### config.mk
export PLATFORM = sky130hd
export DESIGN_NAME = top_down_window_allocator
export DESIGN_NICKNAME = d
export VERILOG_FILES = /design/src/hw/rtl/tdwa_pkg.sv /design/src/hw/rtl/tdwa_datapath.sv /design/src/hw/rtl/tdwa_ctrl.sv /design/src/hw/rtl/top_down_window_allocator.sv
export SDC_FILE = /design/constraint.sdc
export NUM_CORES = 2
export LEC_CHECK = 0
export BUFFER_PORTS_ARGS = -buffer_cell sky130_fd_sc_hd__buf_2
export CAP_MARGIN = 40
export CORE_UTILIZATION = 30
export DETAILED_ROUTE_END_ITERATION = 12
export GPL_TIMING_DRIVEN = 1
export SYNTH_ARGS = -nofsm -noshare
export SYNTH_HDL_FRONTEND = slang
export SYNTH_SLANG_ARGS = --single-unit
### constraint.sdc
create_clock -name clk -period 21.8 [get_ports clk]
set_input_delay 2.18 -clock clk [delete_from_list [all_inputs] [get_ports clk]]
set_output_delay 2.18 -clock clk [all_outputs]
set_load 0.02 [all_outputs]
### src/hw/rtl/tdwa_pkg.sv
`timescale 1ns / 1ps
// Package for the top-down window allocator: sizes, index widths, op and status codes,
// and the command and status structs between the controller and the datapath.
// No dependencies.
package tdwa_pkg;

    localparam int ALLOC_SLOTS = 8;
    localparam int RAM_REGIONS = 16;
    localparam int PAGE_BITS   = 12;

    localparam int ADDR_W = 64;
    localparam int PAGE_W = 52;

    localparam int GIDX_W = (ALLOC_SLOTS > 1) ? $clog2(ALLOC_SLOTS) : 1;
    localparam int GCNT_W = $clog2(ALLOC_SLOTS + 1);
    localparam int RIDX_W = (RAM_REGIONS > 1) ? $clog2(RAM_REGIONS) : 1;
    localparam int RCNT_W = $clog2(RAM_REGIONS + 1);
    localparam int PASS_W = $clog2(ALLOC_SLOTS + 2);

    typedef enum logic [1:0] {
        OP_CLEAR  = 2'd0,
        OP_APPEND = 2'd1,
        OP_ALLOC  = 2'd2
    } op_t;

    typedef enum logic [2:0] {
        ST_OK      = 3'd0,
        ST_BAD     = 3'd1,
        ST_NOSPACE = 3'd2,
        ST_RAM     = 3'd3,
        ST_RAMFULL = 3'd4
    } status_t;

    typedef struct packed {
        logic    capture;
        logic    ram_clear;
        logic    ram_append;
        logic    init_cand;
        logic    start_pass;
        logic    grant_next;
        logic    move_cand;
        logic    ram_start;
        logic    ram_next;
        logic    record;
        logic    set_result;
        logic    use_cand;
        status_t result_status;
        logic    out_load;
    } tdwa_cmd_t;

    typedef struct packed {
        logic [1:0] op;
        logic       bad;
        logic       ram_full;
        logic       below_ws;
        logic       pass_cap;
        logic       gscan_done;
        logic       gconflict;
        logic       rscan_done;
        logic       rhit;
        logic       out_free;
    } tdwa_stat_t;

endpackage

### src/hw/rtl/tdwa_datapath.sv
`timescale 1ns / 1ps
// Datapath of the top-down window allocator: captured item, grant and RAM tables,
// candidate arithmetic, scan counters and the output register. Depends on tdwa_pkg.
module tdwa_datapath
    import tdwa_pkg::*;
(
    input  logic                clk,
    input  logic                rst_n,
    input  tdwa_cmd_t           cmd,
    output tdwa_stat_t          stat,
    input  logic [1:0]          op,
    input  logic [ADDR_W-1:0]   window_start,
    input  logic [ADDR_W-1:0]   window_end,
    input  logic [ADDR_W-1:0]   range_size,
    input  logic [PAGE_W-1:0]   ram_first_page,
    input  logic [PAGE_W-1:0]   ram_last_page,
    output logic                out_valid,
    input  logic                out_stall,
    output logic [ADDR_W-1:0]   granted_base,
    output logic [2:0]          status
);

    logic [1:0]        op_reg;
    logic [ADDR_W-1:0] ws_reg;
    logic [ADDR_W-1:0] we_reg;
    logic [ADDR_W-1:0] size_reg;
    logic [PAGE_W-1:0] first_page_reg;
    logic [PAGE_W-1:0] last_page_reg;
    logic [ADDR_W-1:0] mask_reg;
    logic [ADDR_W-1:0] cand_reg;
    logic [ADDR_W-1:0] cand_end_reg;

    logic [ADDR_W-1:0] gbase_reg [ALLOC_SLOTS];
    logic [ADDR_W-1:0] gend_reg  [ALLOC_SLOTS];
    logic [PAGE_W-1:0] rstart_reg [RAM_REGIONS];
    logic [PAGE_W-1:0] rend_reg   [RAM_REGIONS];

    logic [GCNT_W-1:0] grant_count_reg, grant_count_next;
    logic [GCNT_W-1:0] gidx_reg, gidx_next;
    logic [RCNT_W-1:0] ram_count_reg, ram_count_next;
    logic [RCNT_W-1:0] ridx_reg, ridx_next;
    logic [PASS_W-1:0] pass_reg, pass_next;

    logic [ADDR_W-1:0] res_base_reg;
    status_t           res_status_reg;
    logic              out_valid_reg, out_valid_next;
    logic [ADDR_W-1:0] out_base_reg;
    status_t           out_status_reg;

    logic [ADDR_W-1:0] size_m1;
    logic [ADDR_W-1:0] cur_gbase;
    logic [ADDR_W-1:0] cur_gend;
    logic [ADDR_W-1:0] ram_lo;
    logic [ADDR_W-1:0] ram_hi;

    assign size_m1   = size_reg - ADDR_W'(1);
    assign cur_gbase = gbase_reg[gidx_reg[GIDX_W-1:0]];
    assign cur_gend  = gend_reg[gidx_reg[GIDX_W-1:0]];
    assign ram_lo    = {{(ADDR_W-PAGE_W){1'b0}}, rstart_reg[ridx_reg[RIDX_W-1:0]]} << PAGE_BITS;
    assign ram_hi    = {{(ADDR_W-PAGE_W){1'b0}}, rend_reg[ridx_reg[RIDX_W-1:0]]} << PAGE_BITS;

    always_comb
    begin
        stat.op         = op_reg;
        stat.bad        = (grant_count_reg == GCNT_W'(ALLOC_SLOTS)) || (size_reg == '0)
                          || ((size_reg & size_m1) != '0) || (we_reg < size_reg);
        stat.ram_full   = (ram_count_reg == RCNT_W'(RAM_REGIONS));
        stat.below_ws   = (cand_reg < ws_reg);
        stat.pass_cap   = (pass_reg == PASS_W'(ALLOC_SLOTS + 1));
        stat.gscan_done = (gidx_reg == grant_count_reg);
        stat.gconflict  = (cand_reg < cur_gend) && (cur_gbase < cand_end_reg);
        stat.rscan_done = (ridx_reg == ram_count_reg);
        stat.rhit       = (cand_reg < ram_hi) && (ram_lo < cand_end_reg);
        stat.out_free   = !out_valid_reg || !out_stall;
    end

    always_comb
    begin
        grant_count_next = grant_count_reg;
        gidx_next        = gidx_reg;
        ram_count_next   = ram_count_reg;
        ridx_next        = ridx_reg;
        pass_next        = pass_reg;
        out_valid_next   = out_valid_reg;
        if (cmd.capture)
        begin
            pass_next = '0;
        end
        if (cmd.ram_clear)
        begin
            ram_count_next = '0;
        end
        if (cmd.ram_append)
        begin
            ram_count_next = ram_count_reg + RCNT_W'(1);
        end
        if (cmd.start_pass)
        begin
            pass_next = pass_reg + PASS_W'(1);
            gidx_next = '0;
        end
        if (cmd.grant_next)
        begin
            gidx_next = gidx_reg + GCNT_W'(1);
        end
        if (cmd.ram_start)
        begin
            ridx_next = '0;
        end
        if (cmd.ram_next)
        begin
            ridx_next = ridx_reg + RCNT_W'(1);
        end
        if (cmd.record)
        begin
            grant_count_next = grant_count_reg + GCNT_W'(1);
        end
        if (out_valid_reg && !out_stall)
        begin
            out_valid_next = 1'b0;
        end
        if (cmd.out_load)
        begin
            out_valid_next = 1'b1;
        end
    end

    always_ff @(posedge clk or negedge rst_n)
    begin
        if (!rst_n)
        begin
            grant_count_reg <= '0;
            gidx_reg        <= '0;
            ram_count_reg   <= '0;
            ridx_reg        <= '0;
            pass_reg        <= '0;
            out_valid_reg   <= 1'b0;
        end
        else
        begin
            grant_count_reg <= grant_count_next;
            gidx_reg        <= gidx_next;
            ram_count_reg   <= ram_count_next;
            ridx_reg        <= ridx_next;
            pass_reg        <= pass_next;
            out_valid_reg   <= out_valid_next;
        end
    end

    always_ff @(posedge clk)
    begin
        if (cmd.capture)
        begin
            op_reg         <= op;
            ws_reg         <= window_start;
            we_reg         <= window_end;
            size_reg       <= range_size;
            first_page_reg <= ram_first_page;
            last_page_reg  <= ram_last_page;
        end
        if (cmd.init_cand)
        begin
            mask_reg <= ~size_m1;
            cand_reg <= (we_reg - size_reg) & ~size_m1;
        end
        if (cmd.start_pass)
        begin
            cand_end_reg <= cand_reg + size_reg;
        end
        if (cmd.move_cand)
        begin
            cand_reg <= (cur_gbase - size_reg) & mask_reg;
        end
        if (cmd.ram_append)
        begin
            rstart_reg[ram_count_reg[RIDX_W-1:0]] <= first_page_reg;
            rend_reg[ram_count_reg[RIDX_W-1:0]]   <= last_page_reg;
        end
        if (cmd.record)
        begin
            gbase_reg[grant_count_reg[GIDX_W-1:0]] <= cand_reg;
            gend_reg[grant_count_reg[GIDX_W-1:0]]  <= cand_end_reg;
        end
        if (cmd.set_result)
        begin
            res_base_reg   <= cmd.use_cand ? cand_reg : '0;
            res_status_reg <= cmd.result_status;
        end
        if (cmd.out_load)
        begin
            out_base_reg   <= res_base_reg;
            out_status_reg <= res_status_reg;
        end
    end

    assign out_valid    = out_valid_reg;
    assign granted_base = out_base_reg;
    assign status       = out_status_reg;

endmodule

### src/hw/rtl/tdwa_ctrl.sv
`timescale 1ns / 1ps
// Controller of the top-down window allocator: a one-hot state machine that steps
// the datapath through decode, grant scan passes, RAM scan and result hand-off.
// Depends on tdwa_pkg.
module tdwa_ctrl
    import tdwa_pkg::*;
(
    input  logic       clk,
    input  logic       rst_n,
    input  logic       in_valid,
    output logic       in_stall,
    input  tdwa_stat_t stat,
    output tdwa_cmd_t  cmd
);

    typedef enum logic [5:0] {
        S_IDLE   = 6'b000001,
        S_DECODE = 6'b000010,
        S_PASS   = 6'b000100,
        S_SCAN   = 6'b001000,
        S_RAM    = 6'b010000,
        S_DONE   = 6'b100000
    } state_t;

    state_t state_reg, state_next;

    always_comb
    begin
        state_next        = state_reg;
        cmd               = '0;
        cmd.result_status = ST_OK;
        unique case (state_reg)
            S_IDLE:
            begin
                if (in_valid)
                begin
                    cmd.capture = 1'b1;
                    state_next  = S_DECODE;
                end
            end
            S_DECODE:
            begin
                cmd.set_result = 1'b1;
                state_next     = S_DONE;
                unique case (stat.op)
                    OP_CLEAR:
                    begin
                        cmd.ram_clear = 1'b1;
                    end
                    OP_APPEND:
                    begin
                        if (stat.ram_full)
                        begin
                            cmd.result_status = ST_RAMFULL;
                        end
                        else
                        begin
                            cmd.ram_append = 1'b1;
                        end
                    end
                    OP_ALLOC:
                    begin
                        if (stat.bad)
                        begin
                            cmd.result_status = ST_BAD;
                        end
                        else
                        begin
                            cmd.set_result = 1'b0;
                            cmd.init_cand  = 1'b1;
                            state_next     = S_PASS;
                        end
                    end
                    default:
                    begin
                        cmd.result_status = ST_OK;
                    end
                endcase
            end
            S_PASS:
            begin
                if (stat.below_ws || stat.pass_cap)
                begin
                    cmd.set_result    = 1'b1;
                    cmd.result_status = ST_NOSPACE;
                    state_next        = S_DONE;
                end
                else
                begin
                    cmd.start_pass = 1'b1;
                    state_next     = S_SCAN;
                end
            end
            S_SCAN:
            begin
                priority if (stat.gscan_done)
                begin
                    cmd.ram_start = 1'b1;
                    state_next    = S_RAM;
                end
                else if (stat.gconflict)
                begin
                    cmd.move_cand = 1'b1;
                    state_next    = S_PASS;
                end
                else
                begin
                    cmd.grant_next = 1'b1;
                end
            end
            S_RAM:
            begin
                priority if (stat.rscan_done)
                begin
                    cmd.record     = 1'b1;
                    cmd.set_result = 1'b1;
                    cmd.use_cand   = 1'b1;
                    state_next     = S_DONE;
                end
                else if (stat.rhit)
                begin
                    cmd.set_result    = 1'b1;
                    cmd.result_status = ST_RAM;
                    state_next        = S_DONE;
                end
                else
                begin
                    cmd.ram_next = 1'b1;
                end
            end
            S_DONE:
            begin
                if (stat.out_free)
                begin
                    cmd.out_load = 1'b1;
                    state_next   = S_IDLE;
                end
            end
            default:
            begin
                state_next = S_IDLE;
            end
        endcase
    end

    always_ff @(posedge clk or negedge rst_n)
    begin
        if (!rst_n)
        begin
            state_reg <= S_IDLE;
        end
        else
        begin
            state_reg <= state_next;
        end
    end

    assign in_stall = (state_reg != S_IDLE);

endmodule

### src/hw/rtl/top_down_window_allocator.sv
`timescale 1ns / 1ps
// Top-down window allocator: each input item clears or extends the RAM region table or
// asks for an aligned range; exactly one result item (granted_base, status) comes back.
// Usage:
//   The input channel (in_valid, in_stall) takes one item at a time; in_stall is high
//   from the cycle after acceptance until the block is back in its idle state.
//   The output channel (out_valid, out_stall) is fed from an output register. A result
//   waiting there does not hold up the next input item, but that item's own result
//   waits until the register is taken.
//   Clear, append and unused ops, and a rejected allocation, go from decode straight
//   to the result. An allocation scans the grant table in up to 9 passes, then the
//   RAM region table; each table is compared one entry a cycle by its own compare unit.
//   Reset empties the grant and RAM tables and drops any pending result.
//   When the receiver stalls, the result stays stable in the output register.
// Depends on tdwa_pkg, tdwa_ctrl and tdwa_datapath.
module top_down_window_allocator
    import tdwa_pkg::*;
(
    input  logic              clk,
    input  logic              rst_n,
    input  logic              in_valid,
    output logic              in_stall,
    input  logic [1:0]        op,
    input  logic [ADDR_W-1:0] window_start,
    input  logic [ADDR_W-1:0] window_end,
    input  logic [ADDR_W-1:0] range_size,
    input  logic [PAGE_W-1:0] ram_first_page,
    input  logic [PAGE_W-1:0] ram_last_page,
    output logic              out_valid,
    input  logic              out_stall,
    output logic [ADDR_W-1:0] granted_base,
    output logic [2:0]        status
);

    tdwa_cmd_t  cmd;
    tdwa_stat_t stat;

    tdwa_ctrl u_ctrl (
        .clk      (clk),
        .rst_n    (rst_n),
        .in_valid (in_valid),
        .in_stall (in_stall),
        .stat     (stat),
        .cmd      (cmd)
    );

    tdwa_datapath u_datapath (
        .clk            (clk),
        .rst_n          (rst_n),
        .cmd            (cmd),
        .stat           (stat),
        .op             (op),
        .window_start   (window_start),
        .window_end     (window_end),
        .range_size     (range_size),
        .ram_first_page (ram_first_page),
        .ram_last_page  (ram_last_page),
        .out_valid      (out_valid),
        .out_stall      (out_stall),
        .granted_base   (granted_base),
        .status         (status)
    );

endmodule
Word-level counts from Yosys, hierarchy flattened
Memory sizes are Yosys's and may differ from the RTL's.
Index checks and enable logic that the tools add are counted.

cells by class
  add/subtract/negate cells = 9
  $mul = 0
  div/mod/pow operators = 0
  order comparisons = 6
  equality and inequality tests = 18
  shifts and indexed selects = 0
  multiplexer cells = 61
  bitwise operators = 4
  reductions and logical operators = 20

operator list
  kind                                                number
  less-than comparator 64 bit                         6
  AND 64 bit                                          3
  two-way mux 64 bit                                  2
  subtractor 64 bit                                   2
  adder 64 bit                                        1
  logical NOT 64 bit                                  1
  inverter 64 bit                                     1
  nonzero test 64 bit                                 1
  subtractor 64 x 1 -> 64 bit, second input constant  1
  two-way mux 6 bit                                   9
  one-hot mux 6 bit (6 select lines)                  1
  two-way mux 1 bit                                   30
  two-way mux 5 bit                                   4
  two-way mux 4 bit                                   4
  adder 4 x 1 -> 4 bit, second input constant         3
  two-way mux 3 bit                                   4
  nonzero test 2 bit                                  6
  adder 5 x 1 -> 5 bit, second input constant         2
  one-hot mux 3 bit (3 select lines)                  1
  == test 4 bit, second input constant                2
  two-way mux 2 bit                                   4
  == test 6 x 1 -> 1 bit, second input constant       1
  == test 6 x 2 -> 1 bit, second input constant       1
  == test 6 x 3 -> 1 bit, second input constant       1
  other kinds (18)                                    27

word-level totals
  bits in registers = 653
  latch bits = 0
  memory bits (writable) = 2,688
  memory bits (read-only) = 0
  input port bits = 302
  output and inout port bits = 69
  logic and storage cells = 142
  memories = 4

memories
  name                   depth  width  rd ports  clocked after memory_dff  write ports  RTL line             source
  u_datapath.rend_reg    16     52     1         0                         1            tdwa_datapath.sv:36  logic [PAGE_W-1:0] rend_reg [RAM_REGIONS];
  u_datapath.rstart_reg  16     52     1         0                         1            tdwa_datapath.sv:35  logic [PAGE_W-1:0] rstart_reg [RAM_REGIONS];
  u_datapath.gbase_reg   8      64     1         0                         1            tdwa_datapath.sv:33  logic [ADDR_W-1:0] gbase_reg [ALLOC_SLOTS];
  u_datapath.gend_reg    8      64     1         0                         1            tdwa_datapath.sv:34  logic [ADDR_W-1:0] gend_reg [ALLOC_SLOTS];

Logic depth before layout (Yosys ltp)
  word-level depth = 10
  mapped depth = 20
  mapped depth without buffers = 19

Cells and area by module
From an unflattened synthesis, not the netlist that was laid out.

second synthesis, totals
  cells, all modules = 8,267
  area total of the unflattened synthesis = 142,550.5 µm²

by module, submodules not included
  module         times used  cells an instance  area each (µm²)
  tdwa_datapath  1           8,202              142,040.0
  tdwa_ctrl      1           65                 510.5

Worst setup path after synthesis
No wires, ideal clock.

  path type = register -> register
  start point = register u_datapath.ridx_reg[1]
  end point = memory u_datapath.gbase_reg[0][0], enable pin
  arrival = 14.939 ns
  slack = 5.888 ns
  cell stages (with the launch flop) = 9
  path buffers = 3
  clock period less this slack = 15.912 ns
  path through = dfrtp_1 > clkbuf_1 > clkbuf_1 > xor2_1 > nor3_1 > nand3_1 > nor2_1 > clkbuf_1 > nor4b_1

on the way
  longest elaborated chain between the ends = 5

RTL lines
  item                                     RTL line              source
  from (decl)                              tdwa_datapath.sv:41   logic [RCNT_W-1:0] ridx_reg, ridx_next;
  from (signal assigned)                   tdwa_datapath.sv:144  ridx_reg <= ridx_next;
  == test 5 bit                            tdwa_datapath.sv:72   stat.rscan_done = (ridx_reg == ram_count_reg);
  two-way mux 1 bit                        tdwa_ctrl.sv:113      priority if (stat.rscan_done)
  two-way mux 2 bit                        tdwa_ctrl.sv:32       unique case (state_reg)
  two-way mux 1 bit                        tdwa_datapath.sv:179  if (cmd.record)
  two-way mux 1 bit (implied by the code)  tdwa_datapath.sv:181  gbase_reg[grant_count_reg[GIDX_W-1:0]] <= cand_reg;
  to (decl)                                tdwa_datapath.sv:33

Every way passes these cells.

==> impl_metrics.csv <==
group,metric,value,unit
cells_and_area,nNetsFinal,9130,
placement,portBuffers,370,
power,ir_drop,64.2,uV
yosys,synth_compound_area_share,4.44,%
power,switchingPower,3.91,mW
outcome,status,"completed",
power,power_leakage,53.7,nW
yosys,synth_area_leaders,"edfxtp_1 (70%), mux4_2 (12%), ha_1 (4.9%), a21o_1 (0.93%), a21oi_1 (0.92%)",
routing,wl_per_cell,28.7,um
routing,wirelength,424,mm
global_route,grt.overflow.total,0,
cells_and_area,area_delta_synth_final,16.2,%
worst_setup_path,arrival,9.23,ns
yosys,ys_ff_latch,3341,
cts,cts_hold_buf,0,
cts,clock_sinks,3341,
yosys,ys_warn_count,0,
power,intPower,11.3,mW
timing,max_slew_margin,29.9,%
timing,post-route-min-period,8.64,ns
power,p_seq_share,51.0,%
yosys,ys_async_sr_fraction,0.868,%
yosys,synth_top_family_by_area,"multiplexers",
worst_setup_path,rr_endpoint,"u_datapath.mask_reg[43]",
power,clkPwrFrac,39.4,%
worst_setup_path,cp-end-kind,"register",
routing,drtIter0Drc,9197,
cells_and_area,drive_above_1_share,23.7,%
yosys,netlist.area_leader.share,70.4,%
yosys,yosys-top-cells-count,"edfxtp_1 (3,312), mux4_2 (776), ha_1 (558), inv_1 (315), nand2_1 (264)",
yosys,ys.flop_type,"edfxtp_1",
yosys,synth_top_area_cell,"edfxtp_1",
cts,cts_resized,0,
timing,worstMarginPinSlew,1.05,ns
timing,tns,0,ns
cts,cts_root_buf,"clkbuf_16",
yosys,syn_area,141000,um2
cts,tritoncts,"yes",
global_route,grt_max_degree,126,
cts,htree_levels,5,
yosys,synth_cell_types,89,
yosys,synth_xor_area_share,1.20,%
global_route,grt_pass1_wl,589,mm
routing,dr_total_vias,77497,
worst_setup_path,r2r_setup_slack,13.16,ns
cells_and_area,final_cells,14782,
timing,fmax,116,MHz
placement,place.gp.congestion,0.933,
hold_path,hold_depth,0,
yosys,synthCells,7569,
worst_setup_path,rr_worst_depth,20,
yosys,avgSynthCellArea,18.7,um2
power,swShare,25.7,%
routing,drc,0,
yosys,synth_edf_count,3312,
cts,clk_path_buf_depth,4,
worst_setup_path,worstReg2RegStart,"u_datapath.size_reg[1]",
yosys,yosysSeqAreaShare,70.9,%
timing,skew,0.112,ns
power,power_frac_comb,9.7,%
timing,rsz0062_at_grt,"no",
hold_path,whs_endpoint,"u_datapath.granted_base[28]",
cts,clkTransAtPathRegs,0.06,ns
floorplanning,die_h,688,um
yosys,yosysMostFrequentCell,"edfxtp_1",
cells_and_area,fin_util,35.1,%
yosys,synth_nets,8432,
yosys,synthAdderAreaFrac,4.98,%
global_route,grt_antenna_before_repair,91,
cts,cts_buffers,358,
floorplanning,dieArea,474000,um2
hold_path,hold_class,"reg -> reg",
worst_setup_path,crit_type,"reg -> reg",
global_route,grt_usage,17.4,%
power,power_density,92.7,nW/um2
run,maxCapViolations,0,
timing,post-route-period-util,39.6,%
worst_setup_path,critPathRequiredTime,22.39,ns
routing,first_pass_iters,6,
placement,dp_hpwl,276,mm
floorplanning,coreArea,468000,um2
yosys,synth-simple-area-share,3.62,%
cts,cts_setup_buffers,0,
floorplanning,fp.dieW,688,um
routing,final_antenna_net_count,0,
hold_path,hold_start,"u_datapath.res_base_reg[28]",
timing,hold_viol,0,
yosys,synthMuxAreaShare,13.3,%
timing,drv_slew,0,
worst_setup_path,cp-start-kind,"register",
floorplanning,io_pins,371,
timing,holdWs,0.358,ns
worst_setup_path,worstPathMaxFanout,46,
timing,final-setup-viol-count,0,
cts,clock_latency,1.02,ns
placement,dp_cells,14104,
floorplanning,initial_core_util,30.2,%
global_route,grt_pass1_vias,77950,
floorplanning,rows,251,
routing,routed_via_density,5.24,
power,p_total,15.2,mW
[worst max-delay path by stage]
stage                                 end               startpoint  cells after the start
2_1_floorplan  u_datapath.gbase_reg[0][0]   u_datapath.ridx_reg[1]                      8
3_3_place_gp      u_datapath.cand_reg[21]  u_datapath.size_reg[11]                     20
3_5_place_dp      u_datapath.cand_reg[21]   u_datapath.size_reg[1]                     21
4_1_cts           u_datapath.mask_reg[14]   u_datapath.size_reg[1]                     20
5_1_grt           u_datapath.cand_reg[47]   u_datapath.size_reg[1]                     21
6_report          u_datapath.mask_reg[43]   u_datapath.size_reg[1]                     20
[layout make-up]
type                            count  area, um2
Clock inverter                    205       2130
Fill cell                       43524     304000
Multi-Input combinational cell   3648      39200
Clock buffer                      441       9340
Inverter                          315       1190
Sequential cell                  3341     100000
Antenna cell                       31       77.6
Timing Repair Buffer              603       4360
Tap cell                         6198       7750
[cell families (layout without fill, tap and decap cells)]
| group | count (synthesis) | after routing |
|---|---|---|
| AOI/OAI and AO/OA | 980 | 980 |
| DFF | 3341 | 3341 |
| xor gates and xnor gates | 194 | 194 |
| buffers and inverters | 580 | 1564 |
| other | 0 | 31 |
| adders and majority gates | 561 | 561 |
| muxes | 906 | 906 |
| and+or+nand+nor | 1007 | 1007 |
[metrics by stage]
step / area, um2 / worst slack, ns
floorplan: 141000 / 5.89
global placement: 152000 / 12.98
detailed placement: 153000 / 13.36
CTS: 164000 / 13.34
global route: 164000 / 13.06
finish: 164000 / 13.16
[routing by layer]
layer | track usage, % | share of wire [%] | vias to the layer above
met4 | 4.80 | 2.9 | 24
met3 | 3.60 | 9.4 | 589
met2 | 27.2 | 46 | 3665
met1 | 24.6 | 42 | 40868
li1 | - | - | 32351
met5 | 0 | 0.035 | -
[power by group through the flow]
| stage | registers [mW] | logic (mW) | clock network (mW) |
|---|---|---|---|
| floorplan | 7.76 | 0.921 | 0 |
| CTS | 7.76 | 1.46 | 6.12 |
| detailed placement | 7.89 | 1.44 | 0 |
| global placement | 7.87 | 1.41 | 0 |
| finish | 7.76 | 1.47 | 5.99 |
| global route | 7.78 | 1.59 | 6.34 |
[critical path, cell delays in order (launching register included)]
cell	delay [ns]
edfxtp_1	0.51
inv_1	0.33
ha_1	0.27
nand3_1	0.21
nor3_2	0.21
buf_4	0.22
nand2_1	0.08
nand4b_1	0.40
nor4_2	0.61
nand2_1	0.32
nor2_1	0.42
inv_1	0.13
or4_1	0.43
ha_1	0.20
nor4_1	0.45
nand4_1	0.32
nor3_1	0.56
nand4_1	0.46
a221oi_2	0.76
and2b_4	0.54
buf_4	0.70
[cells in the final DEF (no fill, tap or decap), drive strengths merged, types with 19 or more instances in the layout]
master    instances
inv             331
nand4           116
clkinvlp         20
mux2i            67
ha              558
bufinv           24
a211oi           34
a2111oi          22
o31ai            19
o211ai           25
o21bai           32
edfxtp         3312
mux4            776
o21a             38
nor2b            34
a31oi            35
buf             603
and2             76
o21ai           234
xnor2           119
dfrtp            28
and3             28
nor2            154
a21o            177
diode            31
mux2             63
nand2           264
clkinv          145
clkbuf          441
nand3           128
nor3             60
a21oi           262
nand2b           40
nor4             38
xor2             75
Power figures use the tool's default switching activity.
